--- src/hw/rtl/bmws_pkg.sv ---
// Shared types and constants for the best-match weighted score block.
// Used by bmws_colmem, bmws_acc, bmws_div and best_match_weighted_score.
`default_nettype none

package bmws_pkg;

    localparam int MAX_COLUMNS_DEF = 64;

    localparam int SCORE_W  = 18;
    localparam int WEIGHT_W = 17;
    localparam int PROD_W   = 36;
    localparam int WSUM_W   = 48;
    localparam int WTSUM_W  = 32;
    localparam int ENTRY_W  = SCORE_W + WEIGHT_W;

    // Numerator of the rounding division: magnitude plus half the divisor.
    localparam int NUM_W     = WSUM_W + 1;
    localparam int DIV_STEPS = NUM_W;
    localparam int DCNT_W    = $clog2(DIV_STEPS);

    localparam logic signed [SCORE_W-1:0] SCORE_MIN          = 18'sh20000;
    localparam logic signed [SCORE_W-1:0] SCORE_MAX          = 18'sh1FFFF;
    localparam logic signed [SCORE_W-1:0] NO_WEIGHT_STRENGTH = 18'sh36000;

    localparam logic signed [WSUM_W-1:0] WSUM_MAX = 48'sh7FFF_FFFF_FFFF;
    localparam logic signed [WSUM_W-1:0] WSUM_MIN = 48'sh8000_0000_0000;

    typedef struct packed {
        logic                       valid;
        logic signed [SCORE_W-1:0]  score;
        logic        [WEIGHT_W-1:0] weight;
    } t_acc_in;

endpackage

`default_nettype wire

--- src/hw/rtl/bmws_colmem.sv ---
// Column best memory with read-compare-write pipeline and same-entry forwarding.
// Depends on bmws_pkg.
`default_nettype none

module bmws_colmem #(
    parameter int MAX_COLUMNS = bmws_pkg::MAX_COLUMNS_DEF
) (
    input  wire                     i_clk,
    input  wire                     i_rst_n,
    input  wire bmws_pkg::t_acc_in  i_cell,
    input  wire [((MAX_COLUMNS > 1) ? $clog2(MAX_COLUMNS) : 1)-1:0] i_cell_addr,
    input  wire                     i_cell_take,
    input  wire                     i_sweep_rd,
    input  wire [((MAX_COLUMNS > 1) ? $clog2(MAX_COLUMNS) : 1)-1:0] i_sweep_addr,
    output bmws_pkg::t_acc_in       o_sweep
);
    import bmws_pkg::*;

    localparam int AW = (MAX_COLUMNS > 1) ? $clog2(MAX_COLUMNS) : 1;

    logic [ENTRY_W-1:0] r_mem [MAX_COLUMNS];
    logic [ENTRY_W-1:0] r_rdata;
    logic [ENTRY_W-1:0] r_fwd_data;
    logic               r_fwd_hit;
    logic               r_sweep_v;

    logic                       r_s1_valid;
    logic                       r_s1_take;
    logic [AW-1:0]              r_s1_addr;
    logic signed [SCORE_W-1:0]  r_s1_score;
    logic        [WEIGHT_W-1:0] r_s1_weight;

    logic                      rd_en;
    logic [AW-1:0]             rd_addr;
    logic [ENTRY_W-1:0]        cur_entry;
    logic signed [SCORE_W-1:0] cur_score;
    logic                      we;

    assign rd_en   = i_cell.valid | i_sweep_rd;
    assign rd_addr = i_sweep_rd ? i_sweep_addr : i_cell_addr;

    // A write landing on the same edge as a read of that entry is forwarded.
    assign cur_entry = r_fwd_hit ? r_fwd_data : r_rdata;
    assign cur_score = $signed(cur_entry[ENTRY_W-1:WEIGHT_W]);
    assign we        = r_s1_valid && (r_s1_take || (r_s1_score > cur_score));

    always_ff @(posedge i_clk) begin
        if (we) begin
            r_mem[r_s1_addr] <= {r_s1_score, r_s1_weight};
        end
        if (rd_en) begin
            r_rdata <= r_mem[rd_addr];
        end
    end

    always_ff @(posedge i_clk) begin
        if (!i_rst_n) begin
            r_s1_valid <= 1'b0;
            r_sweep_v  <= 1'b0;
            r_fwd_hit  <= 1'b0;
        end else begin
            r_s1_valid <= i_cell.valid;
            r_sweep_v  <= i_sweep_rd;
            r_fwd_hit  <= we && i_cell.valid && (i_cell_addr == r_s1_addr);
        end
    end

    always_ff @(posedge i_clk) begin
        r_fwd_data <= {r_s1_score, r_s1_weight};
        if (i_cell.valid) begin
            r_s1_take   <= i_cell_take;
            r_s1_addr   <= i_cell_addr;
            r_s1_score  <= i_cell.score;
            r_s1_weight <= i_cell.weight;
        end
    end

    assign o_sweep.valid  = r_sweep_v;
    assign o_sweep.score  = $signed(r_rdata[ENTRY_W-1:WEIGHT_W]);
    assign o_sweep.weight = r_rdata[WEIGHT_W-1:0];

endmodule

`default_nettype wire

--- src/hw/rtl/bmws_acc.sv ---
// Saturating accumulators for score times significance and for significance.
// Depends on bmws_pkg.
`default_nettype none

module bmws_acc (
    input  wire                               i_clk,
    input  wire                               i_rst_n,
    input  wire                               i_clear,
    input  wire bmws_pkg::t_acc_in            i_in,
    output logic signed [bmws_pkg::WSUM_W-1:0] o_wsum,
    output logic [bmws_pkg::WTSUM_W-1:0]      o_wtsum,
    output logic                              o_busy
);
    import bmws_pkg::*;

    logic                       r_a_valid;
    logic signed [PROD_W-1:0]   r_prod;
    logic        [WEIGHT_W-1:0] r_a_w;
    logic signed [WSUM_W-1:0]   r_wsum;
    logic        [WTSUM_W-1:0]  r_wtsum;

    logic signed [WSUM_W:0]   wsum_ext;
    logic        [WTSUM_W:0]  wtsum_ext;
    logic signed [WSUM_W-1:0] n_wsum;
    logic        [WTSUM_W-1:0] n_wtsum;

    assign wsum_ext  = (WSUM_W + 1)'(r_wsum) + (WSUM_W + 1)'(r_prod);
    assign wtsum_ext = {1'b0, r_wtsum} + (WTSUM_W + 1)'(r_a_w);

    always_comb begin
        if (wsum_ext[WSUM_W] != wsum_ext[WSUM_W-1]) begin
            n_wsum = wsum_ext[WSUM_W] ? WSUM_MIN : WSUM_MAX;
        end else begin
            n_wsum = wsum_ext[WSUM_W-1:0];
        end
        n_wtsum = wtsum_ext[WTSUM_W] ? '1 : wtsum_ext[WTSUM_W-1:0];
    end

    always_ff @(posedge i_clk) begin
        r_prod <= i_in.score * $signed({1'b0, i_in.weight});
        r_a_w  <= i_in.weight;
    end

    always_ff @(posedge i_clk) begin
        if (!i_rst_n || i_clear) begin
            r_a_valid <= 1'b0;
            r_wsum    <= '0;
            r_wtsum   <= '0;
        end else begin
            r_a_valid <= i_in.valid;
            if (r_a_valid) begin
                r_wsum  <= n_wsum;
                r_wtsum <= n_wtsum;
            end
        end
    end

    assign o_wsum  = r_wsum;
    assign o_wtsum = r_wtsum;
    assign o_busy  = r_a_valid;

endmodule

`default_nettype wire

--- src/hw/rtl/bmws_div.sv ---
// Bit-serial rounding divider: weighted sum over significance sum, saturated.
// Depends on bmws_pkg.
`default_nettype none

module bmws_div (
    input  wire                                i_clk,
    input  wire                                i_rst_n,
    input  wire                                i_start,
    input  wire signed [bmws_pkg::WSUM_W-1:0]  i_wsum,
    input  wire [bmws_pkg::WTSUM_W-1:0]        i_wtsum,
    output logic                               o_done,
    output logic signed [bmws_pkg::SCORE_W-1:0] o_strength
);
    import bmws_pkg::*;

    localparam logic [1:0] D_IDLE = 2'd0;
    localparam logic [1:0] D_PREP = 2'd1;
    localparam logic [1:0] D_ITER = 2'd2;
    localparam logic [1:0] D_FIN  = 2'd3;

    logic [1:0]          r_state;
    logic [DCNT_W-1:0]   r_cnt;
    logic                r_neg;
    logic [WSUM_W-1:0]   r_mag;
    logic [NUM_W-1:0]    r_num;
    logic [WTSUM_W-1:0]  r_rem;
    logic [SCORE_W-1:0]  r_q;
    logic                r_ovf;

    logic [WTSUM_W:0]    shifted;
    logic                ge;
    logic [WTSUM_W:0]    diff;

    assign shifted = {r_rem, r_num[NUM_W-1]};
    assign ge      = shifted >= {1'b0, i_wtsum};
    assign diff    = shifted - {1'b0, i_wtsum};

    always_ff @(posedge i_clk) begin
        if (!i_rst_n) begin
            r_state <= D_IDLE;
        end else begin
            unique case (r_state)
                D_IDLE: if (i_start) r_state <= D_PREP;
                D_PREP: r_state <= D_ITER;
                D_ITER: if (r_cnt == DCNT_W'(DIV_STEPS - 1)) r_state <= D_FIN;
                D_FIN:  r_state <= D_IDLE;
                default: r_state <= D_IDLE;
            endcase
        end
    end

    always_ff @(posedge i_clk) begin
        unique case (r_state)
            D_IDLE: begin
                r_neg <= i_wsum[WSUM_W-1];
                r_mag <= i_wsum[WSUM_W-1] ? WSUM_W'(-i_wsum) : WSUM_W'(i_wsum);
            end
            D_PREP: begin
                // Adding half the divisor gives round to nearest, ties away from zero.
                r_num <= {1'b0, r_mag} + NUM_W'(i_wtsum >> 1);
                r_rem <= '0;
                r_q   <= '0;
                r_ovf <= 1'b0;
                r_cnt <= '0;
            end
            D_ITER: begin
                r_rem <= ge ? diff[WTSUM_W-1:0] : shifted[WTSUM_W-1:0];
                r_num <= r_num << 1;
                r_q   <= {r_q[SCORE_W-2:0], ge};
                r_ovf <= r_ovf | r_q[SCORE_W-1];
                r_cnt <= r_cnt + 1'b1;
            end
            D_FIN: begin
            end
            default: begin
            end
        endcase
    end

    always_comb begin
        if (r_neg) begin
            if (r_ovf || (r_q > {1'b1, {(SCORE_W-1){1'b0}}})) begin
                o_strength = SCORE_MIN;
            end else begin
                o_strength = $signed(-r_q);
            end
        end else begin
            if (r_ovf || r_q[SCORE_W-1]) begin
                o_strength = SCORE_MAX;
            end else begin
                o_strength = $signed(r_q);
            end
        end
    end

    assign o_done = (r_state == D_FIN);

endmodule

`default_nettype wire

--- src/hw/rtl/best_match_weighted_score.sv ---
// Best-match weighted score, top level.
// Cells of a score matrix enter row by row on i_valid/o_ready, one transfer per
// cell, with score, significance and the row_end / matrix_end markers. The block
// keeps the best cell of each row in registers and the best cell of each column
// in a one-port-read, one-port-write memory (MAX_COLUMNS entries) that is read,
// compared and written back in the next cycle, with forwarding on back-to-back
// hits. Within a matrix a cell is accepted every cycle.
// After the matrix_end transfer o_ready stays low while the column bests are
// swept into the accumulators (one column per cycle) and the bit-serial divider
// runs 49 steps; the divider is skipped when the significance sum is zero, and
// the result is then the no-weight strength with o_no_weight set.
// One result goes out on o_valid/i_ready per matrix.
// When the receiver stalls, the result sits in the output register and the next
// matrix is accepted at once; its own result waits until that register frees.
// Reset clears the row, column and sum state; the column memory is not cleared,
// entries past the widest row seen are treated as empty.
// Depends on bmws_pkg, bmws_colmem, bmws_acc and bmws_div.
`default_nettype none

module best_match_weighted_score #(
    parameter int MAX_COLUMNS = bmws_pkg::MAX_COLUMNS_DEF
) (
    input  wire                                  i_clk,
    input  wire                                  i_rst_n,
    input  wire                                  i_valid,
    output logic                                 o_ready,
    input  wire signed [bmws_pkg::SCORE_W-1:0]   i_score,
    input  wire [bmws_pkg::WEIGHT_W-1:0]         i_significance,
    input  wire                                  i_row_end,
    input  wire                                  i_matrix_end,
    output logic                                 o_valid,
    input  wire                                  i_ready,
    output logic signed [bmws_pkg::SCORE_W-1:0]  o_strength,
    output logic                                 o_no_weight
);
    import bmws_pkg::*;

    localparam int AW = (MAX_COLUMNS > 1) ? $clog2(MAX_COLUMNS) : 1;
    localparam int PW = $clog2(MAX_COLUMNS + 1);

    localparam logic [2:0] S_RUN   = 3'd0;
    localparam logic [2:0] S_DRAIN = 3'd1;
    localparam logic [2:0] S_SWEEP = 3'd2;
    localparam logic [2:0] S_FLUSH = 3'd3;
    localparam logic [2:0] S_DIV   = 3'd4;
    localparam logic [2:0] S_OUT   = 3'd5;

    logic [2:0]                 r_state;
    logic [PW-1:0]              r_col_pos;
    logic [PW-1:0]              r_col_total;
    logic [PW-1:0]              r_sw;
    logic signed [SCORE_W-1:0]  r_row_score;
    logic        [WEIGHT_W-1:0] r_row_weight;
    logic signed [SCORE_W-1:0]  r_res_strength;
    logic                       r_res_nw;
    logic                       r_out_valid;
    logic signed [SCORE_W-1:0]  r_out_strength;
    logic                       r_out_nw;

    logic                       accept;
    logic                       in_col;
    logic                       take_row;
    logic                       row_done;
    logic [PW-1:0]              pos_inc;
    logic signed [SCORE_W-1:0]  row_s;
    logic        [WEIGHT_W-1:0] row_w;
    t_acc_in                    row_acc;
    t_acc_in                    col_cell;
    t_acc_in                    sweep;
    t_acc_in                    acc_in;
    logic                       sweep_rd;
    logic                       load_out;
    logic                       acc_clear;
    logic                       div_start;
    logic                       div_done;
    logic signed [SCORE_W-1:0]  div_strength;
    logic signed [WSUM_W-1:0]   wsum;
    logic        [WTSUM_W-1:0]  wtsum;
    logic                       acc_busy;

    assign o_ready  = (r_state == S_RUN);
    assign accept   = i_valid && o_ready;
    assign in_col   = r_col_pos < PW'(MAX_COLUMNS);
    assign take_row = (r_col_pos == '0) || (i_score > r_row_score);
    assign row_s    = take_row ? i_score : r_row_score;
    assign row_w    = take_row ? i_significance : r_row_weight;
    assign row_done = i_row_end | i_matrix_end;
    assign pos_inc  = in_col ? r_col_pos + 1'b1 : r_col_pos;

    assign row_acc.valid  = accept && row_done;
    assign row_acc.score  = row_s;
    assign row_acc.weight = row_w;

    assign col_cell.valid  = accept && in_col;
    assign col_cell.score  = i_score;
    assign col_cell.weight = i_significance;

    assign acc_in   = row_acc.valid ? row_acc : sweep;
    assign sweep_rd = (r_state == S_SWEEP) && (r_sw < r_col_total);
    assign load_out = (r_state == S_OUT) && (!r_out_valid || i_ready);
    assign acc_clear = load_out;
    assign div_start = (r_state == S_FLUSH) && !sweep.valid && !acc_busy && (wtsum != '0);

    bmws_colmem #(
        .MAX_COLUMNS (MAX_COLUMNS)
    ) u_colmem (
        .i_clk        (i_clk),
        .i_rst_n      (i_rst_n),
        .i_cell       (col_cell),
        .i_cell_addr  (r_col_pos[AW-1:0]),
        .i_cell_take  (r_col_pos >= r_col_total),
        .i_sweep_rd   (sweep_rd),
        .i_sweep_addr (r_sw[AW-1:0]),
        .o_sweep      (sweep)
    );

    bmws_acc u_acc (
        .i_clk   (i_clk),
        .i_rst_n (i_rst_n),
        .i_clear (acc_clear),
        .i_in    (acc_in),
        .o_wsum  (wsum),
        .o_wtsum (wtsum),
        .o_busy  (acc_busy)
    );

    bmws_div u_div (
        .i_clk      (i_clk),
        .i_rst_n    (i_rst_n),
        .i_start    (div_start),
        .i_wsum     (wsum),
        .i_wtsum    (wtsum),
        .o_done     (div_done),
        .o_strength (div_strength)
    );

    always_ff @(posedge i_clk) begin
        if (!i_rst_n) begin
            r_state      <= S_RUN;
            r_col_pos    <= '0;
            r_col_total  <= '0;
            r_sw         <= '0;
            r_row_score  <= SCORE_MIN;
            r_row_weight <= '0;
        end else begin
            unique case (r_state)
                S_RUN: begin
                    if (accept) begin
                        if (row_done) begin
                            r_row_score  <= SCORE_MIN;
                            r_row_weight <= '0;
                            r_col_pos    <= '0;
                            if (pos_inc > r_col_total) begin
                                r_col_total <= pos_inc;
                            end
                        end else begin
                            r_row_score  <= row_s;
                            r_row_weight <= row_w;
                            r_col_pos    <= pos_inc;
                        end
                        if (i_matrix_end) begin
                            r_state <= S_DRAIN;
                        end
                    end
                end
                S_DRAIN: begin
                    // The last cell's column write lands here, before the sweep reads.
                    r_sw    <= '0;
                    r_state <= S_SWEEP;
                end
                S_SWEEP: begin
                    if (sweep_rd) begin
                        r_sw <= r_sw + 1'b1;
                    end else begin
                        r_state <= S_FLUSH;
                    end
                end
                S_FLUSH: begin
                    if (!sweep.valid && !acc_busy) begin
                        r_state <= (wtsum == '0) ? S_OUT : S_DIV;
                    end
                end
                S_DIV: begin
                    if (div_done) begin
                        r_state <= S_OUT;
                    end
                end
                S_OUT: begin
                    if (load_out) begin
                        r_col_total <= '0;
                        r_state     <= S_RUN;
                    end
                end
                default: r_state <= S_RUN;
            endcase
        end
    end

    always_ff @(posedge i_clk) begin
        if ((r_state == S_FLUSH) && (wtsum == '0)) begin
            r_res_strength <= NO_WEIGHT_STRENGTH;
            r_res_nw       <= 1'b1;
        end else if (div_done) begin
            r_res_strength <= div_strength;
            r_res_nw       <= 1'b0;
        end
        if (load_out) begin
            r_out_strength <= r_res_strength;
            r_out_nw       <= r_res_nw;
        end
    end

    always_ff @(posedge i_clk) begin
        if (!i_rst_n) begin
            r_out_valid <= 1'b0;
        end else if (load_out) begin
            r_out_valid <= 1'b1;
        end else if (i_ready) begin
            r_out_valid <= 1'b0;
        end
    end

    assign o_valid     = r_out_valid;
    assign o_strength  = r_out_strength;
    assign o_no_weight = r_out_nw;

    a_acc_one_source: assert property (@(posedge i_clk) disable iff (!i_rst_n)
        !(row_acc.valid && sweep.valid))
        else $error("row best and column sweep reached the accumulator together");

    a_div_done_in_div: assert property (@(posedge i_clk) disable iff (!i_rst_n)
        div_done |-> (r_state == S_DIV))
        else $error("divider finished outside the divide phase");

    a_col_bounds: assert property (@(posedge i_clk) disable iff (!i_rst_n)
        (r_col_pos <= PW'(MAX_COLUMNS)) && (r_col_total <= PW'(MAX_COLUMNS)))
        else $error("column counters exceed the column limit");

    a_sweep_after_drain: assert property (@(posedge i_clk) disable iff (!i_rst_n)
        (r_state == S_SWEEP) |-> (($past(r_state) == S_DRAIN) || ($past(r_state) == S_SWEEP)))
        else $error("column sweep started without draining the last write");

endmodule

`default_nettype wire
--- config.mk ---
export PLATFORM = sky130hd
export DESIGN_NAME = best_match_weighted_score
export DESIGN_NICKNAME = d
export VERILOG_FILES = /design/src/hw/rtl/bmws_pkg.sv /design/src/hw/rtl/bmws_colmem.sv /design/src/hw/rtl/bmws_acc.sv /design/src/hw/rtl/bmws_div.sv /design/src/hw/rtl/best_match_weighted_score.sv
export SDC_FILE = /design/constraint.sdc
export NUM_CORES = 2
export LEC_CHECK = 0
export BUFFER_PORTS_ARGS = -buffer_cell sky130_fd_sc_hd__buf_2
export CAP_MARGIN = 25
export CELL_PAD_IN_SITES_DETAIL_PLACEMENT = 1
export CELL_PAD_IN_SITES_GLOBAL_PLACEMENT = 2
export CORE_ASPECT_RATIO = 0.8
export CORE_MARGIN = 5
export CORE_UTILIZATION = 24
export CTS_CLUSTER_SIZE = 25
export DETAILED_ROUTE_END_ITERATION = 12
export PLACE_DENSITY_LB_ADDON = 0.1
export REMOVE_ABC_BUFFERS = 1
export SLEW_MARGIN = 20
export SYNTH_ARGS = -nofsm -noshare
export SYNTH_HDL_FRONTEND = slang
export SYNTH_HIERARCHICAL = 1
export SYNTH_SLANG_ARGS = --single-unit
--- constraint.sdc ---
create_clock -name i_clk -period 13.7 [get_ports i_clk]
set_clock_uncertainty 0.1 [all_clocks]
set_input_delay 2.74 -clock i_clk [delete_from_list [all_inputs] [get_ports i_clk]]
set_output_delay 2.74 -clock i_clk [all_outputs]
set_load 0.01 [all_outputs]
==> impl_results.md <==
* Crit-path slowest cell: fa_1
* Post_cts resized at 0
* Initial antenna violation count at 89
* Most frequent cells in the layout: edfxtp_1, a21oi_1, nand2_1
* Post-synthesis async set-or-reset flop share at 0
* CTS Sinks at 2727
* P per Cell Area at 210 nW/um^2
* Hold endpoint: o_strength[13]
* Sw Pwr at 0.0131 W
* Clk pwr share at 0.271
* Final period util at 0.819
* Max-cap viol count at 0
* Syn_area_per_cell at 11.6 sq um
* TritonCTS clock tree: done
* CTS Buf Count at 339
* Synth Instances at 12116
* Fin crit period at 11.23 ns
* Core Rows at 251
* 1st-pass router iterations at 6
* Total track usage at 0.234
* I/O pin total at 62
* Internal Power at 0.0209 W
* Worst Hold Class: register to register
* I/O Buffers at 61
* Sequential fraction of the synthesis area at 0.567
* Final setup violation count at 0
* # hold bufs at CTS at 0
* Via density at 5.46
* Unrepaired setup endpoints after global routing: no
* Most used DFF post-synth: edfxtp_1
* Layout area overhead at 15.6%
* Register bit total from synthesis at 2727
* Initial core utilization at 0.240
* Crit path from: i_score[17]
* Core area at 583000 sq um
* Slew Viols, Final at 0
* Worst r2r dst: u_acc/r_prod[35]
* DP HPWL at 445 mm
* GRT Residual Overflow at 0
* Worst slew pin tran at 1.30 ns
* Flop pwr share at 0.296
* Switching Fraction at 0.386
* Crit-path max cell delay at 1.00 ns
* Die Area at 600000 sq um
* Pleak at 54.5 nW
* Post-synth EDFFs at 2491
* Status: finished clean
* Worst-path clk slew at 0.06 ns
* Crit path required time at 14.41 ns
* Max Freq at 89.1 MHz
* Yosys cell types at 121
* Endpoints failing hold at 0
* Root Driver: clkbuf_16
* Largest net degree at the start of global routing at 89
* Post-route ant nets at 0
* Non-Filler Instances at 20093
* H-Tree Level Count at 5
* Clk Latency, worst-skew pair at 1.03 ns
* Drt total wl at 730 mm
* Vias at 109754
* Clk buf depth at 4
* Die Height at 694 um
* Final nets at 12709
* Max VDD drop at 416 uV
* Placed insts at 19435
* Arr. time, crit path at 11.94 ns
* Die W at 865 um
* Global-route wire length before repair at 989 mm
* Gate power share at 0.433
* Hold Path Stages at 0
* Vias in the first global route at 112567
* Reg2reg setup slack at 3.88 ns
* R2R cell count at 30
* WS Path Type: primary input to register
* Post-CTS Repair Setup Buffers at 0
* Mapped cell area at 140000 sq um
* Post-route DRC at 0
* Power, Total at 0.0341 W
* Commonest non-fill, non-tap cell in the layout: edfxtp_1
* Gpl congestion at 0.830
* Crit Path Max Fanout at 37
* 1st-iter DRT viols at 10553
* Min-delay src: r_res_strength[13]
* Max-slew headroom at 0.123
* CP Capture Type: register
* Synth warnings at 6
* RR Startpoint: r_col_pos[0]
* Final Util at 0.278
* Critical Path Source Type: primary input
* WL/cell at 36.3 um
* Share of layout cells above drive strength 1 at 0.105
[Yosys cell counts, types with 42 or more instances]
cell type  count  area share
inv_1        558       0.015
buf_1         86      0.0023
a2bb2oi_1     46      0.0029
nor2b_1       81      0.0036
a21oi_1     1355       0.048
a221oi_1      90      0.0056
buf_2        394       0.014
o21ai_0      741       0.026
clkbuf_1     380       0.010
nand2_1      899       0.024
a21o_1       243       0.013
a22o_1        43      0.0027
nand3_1      155      0.0055
nor3_1       180      0.0064
o22ai_1      125      0.0056
fa_1         315       0.045
o311ai_0      42      0.0026
o21a_1        46      0.0025
and2_1       215      0.0096
ha_1         285       0.025
o21bai_1      50      0.0027
a22oi_1       63      0.0034
a211oi_1     753       0.040
mux2i_1       96      0.0069
nand2b_1      85      0.0038
nor2_1       513       0.014
o211ai_1     143      0.0077
a211o_1      187       0.012
nand4_1       77      0.0034
dfxtp_1      236       0.034
xnor2_1      144      0.0090
xor2_1        68      0.0042
o221ai_1      64      0.0040
a31oi_1      102      0.0045
edfxtp_1    2491        0.53
nor4_1        47      0.0021
buf_4         49      0.0026
o31ai_1       77      0.0041
[cell type report]
type / count / area (sq um)
timing repair buffer: 546 / 4530
sequential: 2727 / 79500
multi-input combinational: 7891 / 55200
fill: 63270 / 421000
tap: 7716 / 9650
clock inverter: 179 / 1900
inverter: 563 / 2150
clock buffer: 438 / 9090
antenna: 33 / 82.6
[power groups by stage]
stage,registers (W),clock network (W),logic (W)
3_3_place_gp,0.0103,0,0.0151
2_1_floorplan,0.0102,0,0.0106
4_1_cts,0.0101,0.00948,0.0151
6_report,0.0101,0.00923,0.0148
3_5_place_dp,0.0103,0,0.0150
5_1_grt,0.0101,0.00980,0.0168
[flip-flops by register name, summed over array words and instances, names as in the netlist, 32 cells and up]
signal / flops
u_acc/o_wsum: 48
u_acc/o_wtsum: 32
u_acc/r_prod: 36
u_colmem/r_mem: 2240
u_colmem/r_rdata: 35
u_div/r_mag: 48
u_div/r_num: 49
u_div/r_rem: 32
[logic make-up after synthesis]
family                   count (synthesis)  share of synthesized area
AO/OA/AOI/OAI                         4531                      0.212
AND/OR/NAND/NOR                       2435                     0.0823
flip-flops                            2727                      0.567
buffers and inverters                 1498                     0.0463
adder cells (fa/ha/maj)                600                     0.0704
multiplexers                           113                    0.00840
XOR/XNOR                               212                     0.0132
[per-stage QoR]
stage	hold WS [ns]	setup WS [ns]	setup TNS, ns	area, sq um
floorplan	0.301	-65.06	-2787.02	136000
global placement	0.309	1.16	0	151000
detailed placement	0.310	1.35	0	151000
CTS	0.326	2.40	0	162000
global route	0.337	1.87	0	162000
finish	0.324	2.47	0	162000
[layer usage]
| layer | share of wire | wire length [um] | vias to the layer above | global-route usage |
|---|---|---|---|---|
| li1 | - | - | 46216 | - |
| met1 | 0.47 | 340000 | 59160 | 0.334 |
| met2 | 0.44 | 323000 | 3498 | 0.367 |
| met3 | 0.055 | 40200 | 876 | 0.0310 |
| met4 | 0.037 | 26800 | 4 | 0.0743 |
| met5 | 0.000042 | 31 | - | 0 |
[worst max path at each step]
| stage | to | slack, ns |
|---|---|---|
| after global routing | u_acc/r_prod[35] | 1.87 |
| after CTS | u_acc/r_prod[35] | 2.40 |
| after global placement | u_acc/r_prod[35] | 1.16 |
| after detailed placement | u_acc/r_prod[35] | 1.35 |
| after floorplan | u_colmem/r_rdata[14] | -65.06 |
| final | u_acc/r_prod[35] | 2.47 |
[critical path: cells and delay by family]
family,cells,cell delay [ns]
AO/OA/AOI/OAI,11,2.60
XOR/XNOR,2,0.22
adder cells (fa/ha/maj),7,3.98
buffers and inverters,7,1.13
multiplexers,1,0.16
AND/OR/NAND/NOR,5,1.04
Power figures use the tool's default switching activity.
